[src/rtl/kto_pkg.sv]
// Shared types and constants for the keyed table with oldest-entry replacement.
`timescale 1ns / 1ps
package kto_pkg;

    localparam int KEY_W   = 64;
    localparam int TIME_W  = 32;
    localparam int DATA_W  = 64;
    localparam int COUNT_W = 5;

    localparam int unsigned COUNT_MAX = 31;

    localparam logic [TIME_W-1:0] AGE_INVALID = '1;

    localparam int S_TDATA_W = 2 * KEY_W + TIME_W + DATA_W;
    localparam int S_TUSER_W = 1;
    localparam int M_TDATA_W = ((TIME_W + DATA_W + COUNT_W + 7) / 8) * 8;
    localparam int M_TUSER_W = 1;

    localparam logic CMD_RECORD = 1'b0;
    localparam logic CMD_LOOKUP = 1'b1;

    // Running search result handed from cell to cell
    typedef struct packed {
        logic              hit;
        logic [TIME_W-1:0] hit_time;
        logic              best_vld;
        logic [TIME_W-1:0] best_age;
    } kto_scan_t;

endpackage

[src/rtl/kto_cell.sv]
// One table entry with its stage of the key-match and oldest-entry search.
`timescale 1ns / 1ps
module kto_cell #(
    parameter int INDEX        = 0,
    parameter int IDX_W        = 5,
    parameter int PAYLOAD_BITS = 64
) (
    input  logic                      aclk,
    input  logic                      aresetn,
    input  logic [kto_pkg::KEY_W-1:0]  key_hi,
    input  logic [kto_pkg::KEY_W-1:0]  key_lo,
    input  logic [kto_pkg::TIME_W-1:0] now_ms,
    input  logic                      wr_en,
    input  logic [IDX_W-1:0]          wr_idx,
    input  logic [PAYLOAD_BITS-1:0]   wr_payload,
    input  logic                      go_in,
    input  kto_pkg::kto_scan_t        scan_in,
    input  logic [IDX_W-1:0]          hit_idx_in,
    input  logic [IDX_W-1:0]          best_idx_in,
    input  logic [PAYLOAD_BITS-1:0]   hit_data_in,
    output logic                      go_out,
    output kto_pkg::kto_scan_t        scan_out,
    output logic [IDX_W-1:0]          hit_idx_out,
    output logic [IDX_W-1:0]          best_idx_out,
    output logic [PAYLOAD_BITS-1:0]   hit_data_out
);
    import kto_pkg::*;

    localparam logic [IDX_W-1:0] MY_IDX = IDX_W'(INDEX);

    logic                    valid_reg;
    logic [KEY_W-1:0]        key_hi_reg;
    logic [KEY_W-1:0]        key_lo_reg;
    logic [TIME_W-1:0]       time_reg;
    logic [PAYLOAD_BITS-1:0] data_reg;

    logic                    go_reg;
    kto_scan_t               scan_reg,     scan_next;
    logic [IDX_W-1:0]        hit_idx_reg,  hit_idx_next;
    logic [IDX_W-1:0]        best_idx_reg, best_idx_next;
    logic [PAYLOAD_BITS-1:0] hit_data_reg, hit_data_next;

    logic              match;
    logic [TIME_W-1:0] age;
    logic              wr_sel;

    assign match  = valid_reg && (key_hi_reg == key_hi) && (key_lo_reg == key_lo);
    assign age    = valid_reg ? (now_ms - time_reg) : AGE_INVALID;
    assign wr_sel = wr_en && (wr_idx == MY_IDX);

    always_comb begin
        scan_next     = scan_in;
        hit_idx_next  = hit_idx_in;
        best_idx_next = best_idx_in;
        hit_data_next = hit_data_in;
        // lowest-index match wins
        if (!scan_in.hit && match) begin
            scan_next.hit      = 1'b1;
            scan_next.hit_time = time_reg;
            hit_idx_next       = MY_IDX;
            hit_data_next      = data_reg;
        end
        // ties go to the later entry
        if (age >= scan_in.best_age) begin
            scan_next.best_age = age;
            scan_next.best_vld = valid_reg;
            best_idx_next      = MY_IDX;
        end
    end

    always_ff @(posedge aclk) begin
        if (!aresetn) begin
            valid_reg <= 1'b0;
            go_reg    <= 1'b0;
        end else begin
            go_reg <= go_in;
            if (wr_sel) begin
                valid_reg <= 1'b1;
            end
        end
    end

    always_ff @(posedge aclk) begin
        if (wr_sel) begin
            key_hi_reg <= key_hi;
            key_lo_reg <= key_lo;
            time_reg   <= now_ms;
            data_reg   <= wr_payload;
        end
        scan_reg     <= scan_next;
        hit_idx_reg  <= hit_idx_next;
        best_idx_reg <= best_idx_next;
        hit_data_reg <= hit_data_next;
    end

    assign go_out       = go_reg;
    assign scan_out     = scan_reg;
    assign hit_idx_out  = hit_idx_reg;
    assign best_idx_out = best_idx_reg;
    assign hit_data_out = hit_data_reg;

endmodule

[config.mk]
export PLATFORM = sky130hd
export DESIGN_NAME = kto_cell
export DESIGN_NICKNAME = d
export VERILOG_FILES = /design/src/rtl/kto_pkg.sv /design/src/rtl/kto_cell.sv
export SDC_FILE = /design/constraint.sdc
export NUM_CORES = 1
export LEC_CHECK = 0
export ABC_CLOCK_PERIOD_IN_PS = 19600
export BUFFER_PORTS_ARGS = -buffer_cell sky130_fd_sc_hd__buf_2
export CAP_MARGIN = 20
export CORE_AREA = 2 2 200 202
export DETAILED_ROUTE_END_ITERATION = 8
export DIE_AREA = 0 0 202 204
export PLACE_DENSITY_LB_ADDON = 0.3
export SYNTH_ARGS = -nofsm -noshare
export SYNTH_HDL_FRONTEND = slang
export SYNTH_SLANG_ARGS = --single-unit
export TNS_END_PERCENT = 20
[constraint.sdc]
create_clock -name aclk -period 19.6 [get_ports aclk]
set_input_delay 0 -clock aclk [delete_from_list [all_inputs] [get_ports aclk]]
set_output_delay 0 -clock aclk [all_outputs]
set_load 0.05 [all_outputs]
# Word-level counts from Yosys, hierarchy flattened
# Cells that the tools add are included.
# W data, S select, Z words.
[totals]
wordCells = 27
regBits = 366
output_inout_bits = 141
inputBits = 373
[op_classes]
reduce_logical = 6
mux = 4
n_addsub = 1
magnitude_cmp = 1
eq_ne = 2
[op_table]
columns = ["cell", "n"]
rows = [
  ["$eq A64 B64 Y1", 2],
  ["$mux W32", 2],
  ["$mux W64", 1],
  ["$mux W33", 1],
  ["$ge A32 B32 Y1", 1],
  ["$sub A32 B32 Y32", 1],
  ["$logic_not A5 Y1", 1],
  ["$logic_and A1 B1 Y1", 4],
  ["$logic_not A1 Y1", 1],
]

# Depth between registers and ports, before layout
# Gate-level depths: netlist (run 1).
[depth]
depth_word = 5
depth_mapped = 21
depth_no_buf = 19

# Worst setup path after synthesis (run 1)
# No wires, ideal clock.
[synth_timing]
path_type = "in2reg"
startpoint = "input wr_idx[3]"
endpoint = "register data_reg[0] (enable)"
setup_time_ps = 1089
stages = 2
path_buffers = 0
required_ps = 18511
arrival_time_ps = 15798
slack_ps = 2713
cell_sequence = "or4b_2 nor3_1"
[synth_via]
elab_chain_cells = 2
[synth_lines]
columns = ["item", "line_no", "source"]
rows = [
  ["start, declared", "kto_cell.sv:14", "input logic [IDX_W-1:0] wr_idx,"],
  ["$logic_not A5 Y1", "kto_cell.sv:49", "assign wr_sel = wr_en && (wr_idx == MY_IDX);"],
  ["$logic_and A1 B1 Y1", "kto_cell.sv:49", ""],
  ["via wr_sel", "kto_cell.sv:45", "logic wr_sel;"],
  ["end signal, assigned", "kto_cell.sv:88", "data_reg <= wr_payload;"],
  ["end, declared", "kto_cell.sv:35", "logic [PAYLOAD_BITS-1:0] data_reg;"],
]
# The timed path passes the listed nets, and every way through them passes these cells.
# A chain may end at the register's enable or synchronous reset.

==> run metrics, run 1 <==
utilization of the core after routing=0.606; Final Max Tran Viols=0; Worst Hold Class=input pin to flop; net count of the finished layout=2553; Die ar.=41200 um^2; maximum clock path buffer count=3; area growth from synthesis to layout=53.1%; y dimension of the die=~200 um; total number of vias=roughly 13000; Unique masters post-synth=between 50 and 60; Tcrit/Tclk final=0.266; startpoint type of the worst setup path=flop; register bit total from synthesis=366; quantity of gates resized following cts=0; share of the synthesized area in the top cell type=0.433; Worst EP required=around 20 ns; area of the core=39200 um^2; I/O pin total=514; outcome=complete, no violations; slack of the worst reg-to-reg path=between 10 and 15 ns; synthesized net count=between 1500 and 2000; summed instance area of the synthesized netlist=between 15000 and 20000 um^2; count of flip-flops with a built-in enable after synthesis=around 220; Avg WL per Cell=19.7 um; Synth async-reset ratio=0; number of global-route vias before repair=between 10000 and 15000; cell type with the largest total area after synthesis=sky130_fd_sc_hd__edfxtp_1; clock latency reported for the late side of the worst-skew pair=0.55 ns; cell count after synthesis=around 1200; total wire length=around 53 mm; most frequent cell after synthesis=sky130_fd_sc_hd__edfxtp_1; Critical Path Fanout Max=50; worst-case clock skew=0.0179 ns; remaining number of nets flagged by the antenna check after routing=0; aggregate global routing overflow=0; Root Buffer=sky130_fd_sc_hd__clkbuf_16; Cells after DPL=between 2000 and 2500; final count of negative-setup-slack endpoints=0; antenna violations before repair=8; RSZ-0062 raised after global routing=no; pin count of the biggest net entering global routing=approximately 150; number of buffers inserted by port buffering=between 500 and 600; Starting Density=0.396; kind of critical path=flop to flop; die width=202 um; dominant cells by area after synthesis=sky130_fd_sc_hd__edfxtp_1 43%, sky130_fd_sc_hd__dfxtp_1 18%, sky130_fd_sc_hd__mux2_1 5.4%; worst vdd rail ir drop=0.0556 mV; remaining routing DRC violations=0; PwrDens=between 80 and 90 nW/um^2; global routing usage summed across all routing layers=0.250; number of levels in the clock H-tree=2; wire length of the first global-routing pass=79.7 mm; commonest cells in the netlist=224 x sky130_fd_sc_hd__edfxtp_1, 142 x sky130_fd_sc_hd__dfxtp_1, 142 x sky130_fd_sc_hd__inv_1; Post-synth top flop=sky130_fd_sc_hd__edfxtp_1; clock-pin slew reported for the worst setup and hold paths after clock tree synthesis=about 0.060 ns; post-layout instance count excluding filler cells=around 2700; clock tree from TritonCTS=built; post-CTS repair timing setup buffer count=0; Lkg Pwr=around 10 nW; Num CTS Buffers=41; MaxCap Viol Count=0; Std-Cell Rows=73; First-pass DRT Iterations=7; Seq/Total Area, Yosys=0.617; post-synthesis average cell area=roughly 13 um^2; total clock sinks=about 370; Critical Path AT=5.66 ns; achievable frequency=roughly 190 MHz; actual transition at the worst max-transition pin=approximately 0.99 ns; worst-case headroom to the max-slew limit=0.339; via/cell ratio=between 4 and 5; YS warnings=0; Final Hold Vio Count=0; kind of end point of the critical path=flop; Sum Neg Setup Slack=0 ns; final weighted congestion of routability-driven global placement=about 0.9; Overall Power=around 1.9 mW; proportion of layout cells with a drive suffix above 1=0.294; Largest register FFs=66; initial DRC count=roughly 990; final critical-path required period=approximately 5.2 ns; post-DP HPWL=34.6 mm
[final cells by class]
| cell class | count | area [um^2] |
|---|---|---|
| clock buffer | 58 | 1180 |
| multi-input combinational | 678 | 5260 |
| inverter | 143 | 537 |
| clock inverter | 16 | 219 |
| antenna | 8 | 20.0 |
| fill | 2944 | 15400 |
| tap | 525 | 657 |
| timing repair buffer | 886 | 6310 |
| sequential | 366 | 9570 |
[through the flow]
step	hold slack [ns]	setup WS [ns]	area (um^2)
2_1_floorplan	0.0989	2.71	15500
5_1_grt	0.148	14.12	23800
3_5_place_dp	0.178	14.30	18700
4_1_cts	0.118	14.28	23700
3_3_place_gp	0.177	14.47	18700
6_report	0.135	14.38	23800
[layer usage]
layer  GRT usage  wire, um
met5           0         0
met4      0.0998      1760
met1       0.293     20500
met3      0.0563      3610
met2       0.443     27000
[layout by cell type, fill, tap and decap left out, types with 5 or more instances in the layout]
| cell type | n |
|---|---|
| sky130_fd_sc_hd__buf_4 | 5 |
| sky130_fd_sc_hd__and3_1 | 6 |
| sky130_fd_sc_hd__dlygate4sd3_1 | 366 |
| sky130_fd_sc_hd__bufinv_16 | 5 |
| sky130_fd_sc_hd__a31oi_1 | 30 |
| sky130_fd_sc_hd__nor2_1 | 44 |
| sky130_fd_sc_hd__nand2b_1 | 10 |
| sky130_fd_sc_hd__nand4_1 | 16 |
| sky130_fd_sc_hd__o2bb2ai_1 | 14 |
| sky130_fd_sc_hd__o211ai_1 | 6 |
| sky130_fd_sc_hd__mux2_1 | 74 |
| sky130_fd_sc_hd__buf_2 | 513 |
| sky130_fd_sc_hd__dfxtp_1 | 141 |
| sky130_fd_sc_hd__clkinv_2 | 7 |
| sky130_fd_sc_hd__xnor2_1 | 35 |
| sky130_fd_sc_hd__inv_1 | 142 |
| sky130_fd_sc_hd__o21ai_0 | 25 |
| sky130_fd_sc_hd__nor4_1 | 14 |
| sky130_fd_sc_hd__o22ai_1 | 25 |
| sky130_fd_sc_hd__nor2b_1 | 13 |
| sky130_fd_sc_hd__a21oi_1 | 41 |
| sky130_fd_sc_hd__o21bai_1 | 5 |
| sky130_fd_sc_hd__nor3_1 | 10 |
| sky130_fd_sc_hd__xor2_1 | 51 |
| sky130_fd_sc_hd__diode_2 | 8 |
| sky130_fd_sc_hd__a221oi_1 | 15 |
| sky130_fd_sc_hd__ha_1 | 63 |
| sky130_fd_sc_hd__nand2_1 | 65 |
| sky130_fd_sc_hd__clkbuf_16 | 42 |
| sky130_fd_sc_hd__edfxtp_1 | 224 |
| sky130_fd_sc_hd__a21o_1 | 18 |
| sky130_fd_sc_hd__nand3_1 | 11 |
| sky130_fd_sc_hd__clkbuf_1 | 8 |
| sky130_fd_sc_hd__clkbuf_8 | 7 |
| sky130_fd_sc_hd__mux2_2 | 34 |
[critical path: stages, from the launching register on]
cell and delay, ns:
sky130_fd_sc_hd__edfxtp_1 0.34, sky130_fd_sc_hd__inv_1 0.04, sky130_fd_sc_hd__ha_1 0.32, sky130_fd_sc_hd__o211ai_1 0.19
sky130_fd_sc_hd__a21oi_1 0.11, sky130_fd_sc_hd__o41ai_1 0.64, sky130_fd_sc_hd__a21oi_1 0.35, sky130_fd_sc_hd__a221o_1 0.49
sky130_fd_sc_hd__a31oi_1 0.22, sky130_fd_sc_hd__mux2_2 0.37, sky130_fd_sc_hd__ha_1 0.30, sky130_fd_sc_hd__a21o_1 0.19
sky130_fd_sc_hd__a21o_1 0.17, sky130_fd_sc_hd__a21oi_1 0.13, sky130_fd_sc_hd__o21ai_0 0.10, sky130_fd_sc_hd__a21o_1 0.18
sky130_fd_sc_hd__or2_2 0.42, sky130_fd_sc_hd__buf_12 0.23, sky130_fd_sc_hd__mux2_2 0.29
[cells by family after synthesis]
logic type / count (synthesis) / synth area share
flip-flops: 366 / 0.617
AO/OA/AOI/OAI: 212 / 0.0927
AND/OR/NAND/NOR: 206 / 0.0652
buffers and inverters: 170 / 0.0453
multiplexers: 110 / 0.0796
XOR/XNOR: 86 / 0.0485
adder cells (fa/ha/maj): 64 / 0.0521
[power breakdown]
| group | switching, mW | internal (mW) |
|---|---|---|
| logic | 0.152 | 0.122 |
| registers | 0.00749 | 0.838 |
| clock network | 0.320 | 0.488 |
| total | 0.479 | 1.45 |
[final timing paths]
check	start	to	cells past startpoint
worst max-delay path	time_reg[2]	scan_out[15]	18
worst min-delay path	wr_idx[0]	key_lo_reg[44]	3
worst max register to register	time_reg[2]	scan_out[15]	18
worst min register to register	data_reg[44]	hit_data_out[44]	1
[timing repair]
action	4_1_cts	5_1_grt
hold buffers	366	0
endpoints found under the setup margin	0	0
hold endpoints to repair	366	0
Note: power is estimated with default switching activity, not from simulation.
==> inputs of run 2 (changes only) <==
--- a/config.mk
+++ b/config.mk
@@ -5,12 +5,12 @@
 export SDC_FILE = /design/constraint.sdc
 export NUM_CORES = 1
 export LEC_CHECK = 0
-export ABC_CLOCK_PERIOD_IN_PS = 19600
+export ABC_CLOCK_PERIOD_IN_PS = 4300
 export BUFFER_PORTS_ARGS = -buffer_cell sky130_fd_sc_hd__buf_2
 export CAP_MARGIN = 20
-export CORE_AREA = 2 2 200 202
+export CORE_AREA = 2 2 198 200
 export DETAILED_ROUTE_END_ITERATION = 8
-export DIE_AREA = 0 0 202 204
+export DIE_AREA = 0 0 200 202
 export PLACE_DENSITY_LB_ADDON = 0.3
 export SYNTH_ARGS = -nofsm -noshare
 export SYNTH_HDL_FRONTEND = slang
==> constraint.sdc (replaced) <==
create_clock -name aclk -period 4.3 [get_ports aclk]
set_input_delay 0 -clock aclk [delete_from_list [all_inputs] [get_ports aclk]]
set_output_delay 0 -clock aclk [all_outputs]
set_load 0.05 [all_outputs]
==> run metrics, run 2 (synthesized netlist as in run 1, its figures left out) <==
Final Max Tran Viols=0; maximum clock path buffer count=3; startpoint type of the worst setup path=flop; net switching fraction of the power=0.254; kind of cell with the highest combined delay on the critical path=compound AO/OA/AOI/OAI gates; antenna violations before repair=5; Sum Neg Setup Slack=-0.444 ns; commonest cells after routing, fill and taps aside=513 x sky130_fd_sc_hd__buf_2, 370 x sky130_fd_sc_hd__dlygate4sd3_1, 224 x sky130_fd_sc_hd__edfxtp_1; Buf+Inv Stages, Crit Path=4; Cells after DPL=roughly 2300; remaining number of nets flagged by the antenna check after routing=0; remaining routing DRC violations=0; area growth from synthesis to layout=58.2%; PwrDens=352 nW/um^2; Overall Power=~8.6 mW; Std-Cell Rows=between 70 and 80; Critical Path AT=between 4 and 5 ns; Largest register FFs=66; proportion of layout cells with a drive suffix above 1=0.329; post-layout instance count excluding filler cells=about 2700; outcome=finished with violations; Die ar.=around 40000 um^2; net count of the finished layout=2618; final worst-path setup slack=-0.0540 ns; die width=approximately 200 um; clock-pin slew reported for the worst setup and hold paths after clock tree synthesis=0.06 ns; utilization of the core after routing=0.641; kind of critical path=flop to flop; Tcrit/Tclk final=1.01; number of buffers inserted by port buffering=between 500 and 600; share of total power in the clock network=0.398; cell area after layout=about 25000 um^2; total wire length=~53 mm; number of global-route vias before repair=14300; Worst EP required=approximately 4.7 ns; clock tree from TritonCTS=built; Worst Hold Class=input pin to flop; final count of negative-setup-slack endpoints=22; MaxCap Viol Count=0; achievable frequency=230 MHz; aggregate global routing overflow=0; Starting Density=0.405; final critical-path required period=~4.4 ns; register share of total power=0.446; post-DP HPWL=approximately 35 mm; Critical Path Fanout Max=11; largest incremental delay on the critical path=around 0.40 ns; worst-case clock skew=approximately 0.020 ns; ordered list of cells on the worst path=inv_2 > ha_4 > o211ai_1 > a21oi_2 > o41ai_2 > buf_4 > a21oi_2 > a221o_1 > a31oi_1 > mux2_4 > ha_4 > a21o_1 > a21o_1 > a21oi_2 > o21ai_1 > a21o_1 > or2_4 > buf_12 > clkbuf_16 > nor2_2 > a31oi_1; Num CTS Buffers=40; global routing usage summed across all routing layers=0.252; number of filler instances in the final layout=about 2800; Lkg Pwr=around 11 nW; area of the core=38300 um^2; total number of vias=roughly 14000; number of levels in the clock H-tree=2; kind of end point of the critical path=flop; final weighted congestion of routability-driven global placement=between 0.8 and 0.9; RSZ-0062 raised after global routing=yes; cell type of the slowest stage on the worst timing path=sky130_fd_sc_hd__edfxtp_1; violations in the final reports=setup timing; Internal=6.44 mW; initial DRC count=~810; met2 WL=between 20 and 30 mm; worst-case headroom to the max-slew limit=0.524; total clock sinks=~370; worst vdd rail ir drop=around 0.32 mV; Avg WL per Cell=19.4 um; I/O pin total=514; switching power summed over all nets=around 2.2 mW; First-pass DRT Iterations=5; via/cell ratio=about 5; pin count of the biggest net entering global routing=just over 90; highest metal used=met4; wire length on met1=20.5 mm; amount of wire on met3 after detailed routing=between 3 and 4 mm; part of the total power dissipated in combinational logic=0.155; Root Buffer=sky130_fd_sc_hd__clkbuf_16; wire length of the first global-routing pass=a little under 80 mm; y dimension of the die=approximately 200 um; clock latency reported for the late side of the worst-skew pair=approximately 0.56 ns; DP Area=roughly 19000 um^2; most frequent standard cell in the layout excluding fill and tap cells=sky130_fd_sc_hd__buf_2; actual transition at the worst max-transition pin=0.714 ns; Final Hold Vio Count=0
## run 2: stage by stage
step           hold WS, ns  setup slack [ns]
3_5_place_dp         0.178            -0.292
3_3_place_gp         0.177            -0.241
4_1_cts             0.0545           0.00601
6_report            0.0868           -0.0540
2_1_floorplan       0.0989             -2.06
5_1_grt             0.0850            -0.197
## run 2: worst reg2reg max path: cells and delay by family, from the launching register on
| kind | cells | cell delay, ns |
|---|---|---|
| AO/OA/AOI/OAI | 12 | 2.07 |
| buffers and inverters | 4 | 0.59 |
| adder cells (fa/ha/maj) | 2 | 0.42 |
| AND/OR/NAND/NOR | 2 | 0.41 |
| flip-flops | 1 | 0.40 |
| multiplexers | 1 | 0.35 |
## run 2: layout make-up
| class | instances | area (um^2) | area share |
|---|---|---|---|
| well taps | 518 | 648 | 0.0264 |
| multi-input cells | 678 | 5530 | 0.225 |
| clock buffers | 62 | 1200 | 0.0490 |
| diodes | 6 | 15.0 | 0.000612 |
| repair buffers | 952 | 6960 | 0.283 |
| clock inverters | 12 | 97.6 | 0.00397 |
| flip-flops and latches | 366 | 9570 | 0.390 |
| inverters | 143 | 537 | 0.0219 |
## run 2: path summary, 6_finish.rpt
path | start | to | slack, ns | cells after the start
worst min register to register | data_reg[4] | hit_data_out[4] | 0.45 | 1
worst min-delay path | wr_idx[4] | time_reg[7] | 0.09 | 4
worst max-delay path | time_reg[2] | scan_out[18] | -0.05 | 21
worst max register to register | time_reg[2] | scan_out[18] | -0.05 | 21
## run 2: timing repair
item / CTS / global route
resized for setup: 11 / 47
pin swaps: 3 / 27
hold endpoints to repair: 377 / 0
hold buffers: 370 / 0
buffers inserted: 0 / 4
gates cloned: 1 / 3
endpoints found under the setup margin: 38 / 38
## run 2: layer usage
metal / up-vias / track usage
met5: - / 0
met4: 0 / 0.121
met3: 154 / 0.0592
met2: 605 / 0.438
met1: 6525 / 0.292
li1: 6363 / -
## run 2: power groups by stage
stage | clock [mW] | combinational [mW] | sequential, mW
finish | 3.44 | 1.34 | 3.85
global route | 3.64 | 1.43 | 3.86
CTS | 3.48 | 1.27 | 3.85
detailed placement | 0 | 0.972 | 3.92
global placement | 0 | 0.956 | 3.92
floorplan | 0 | 0.301 | 4.18
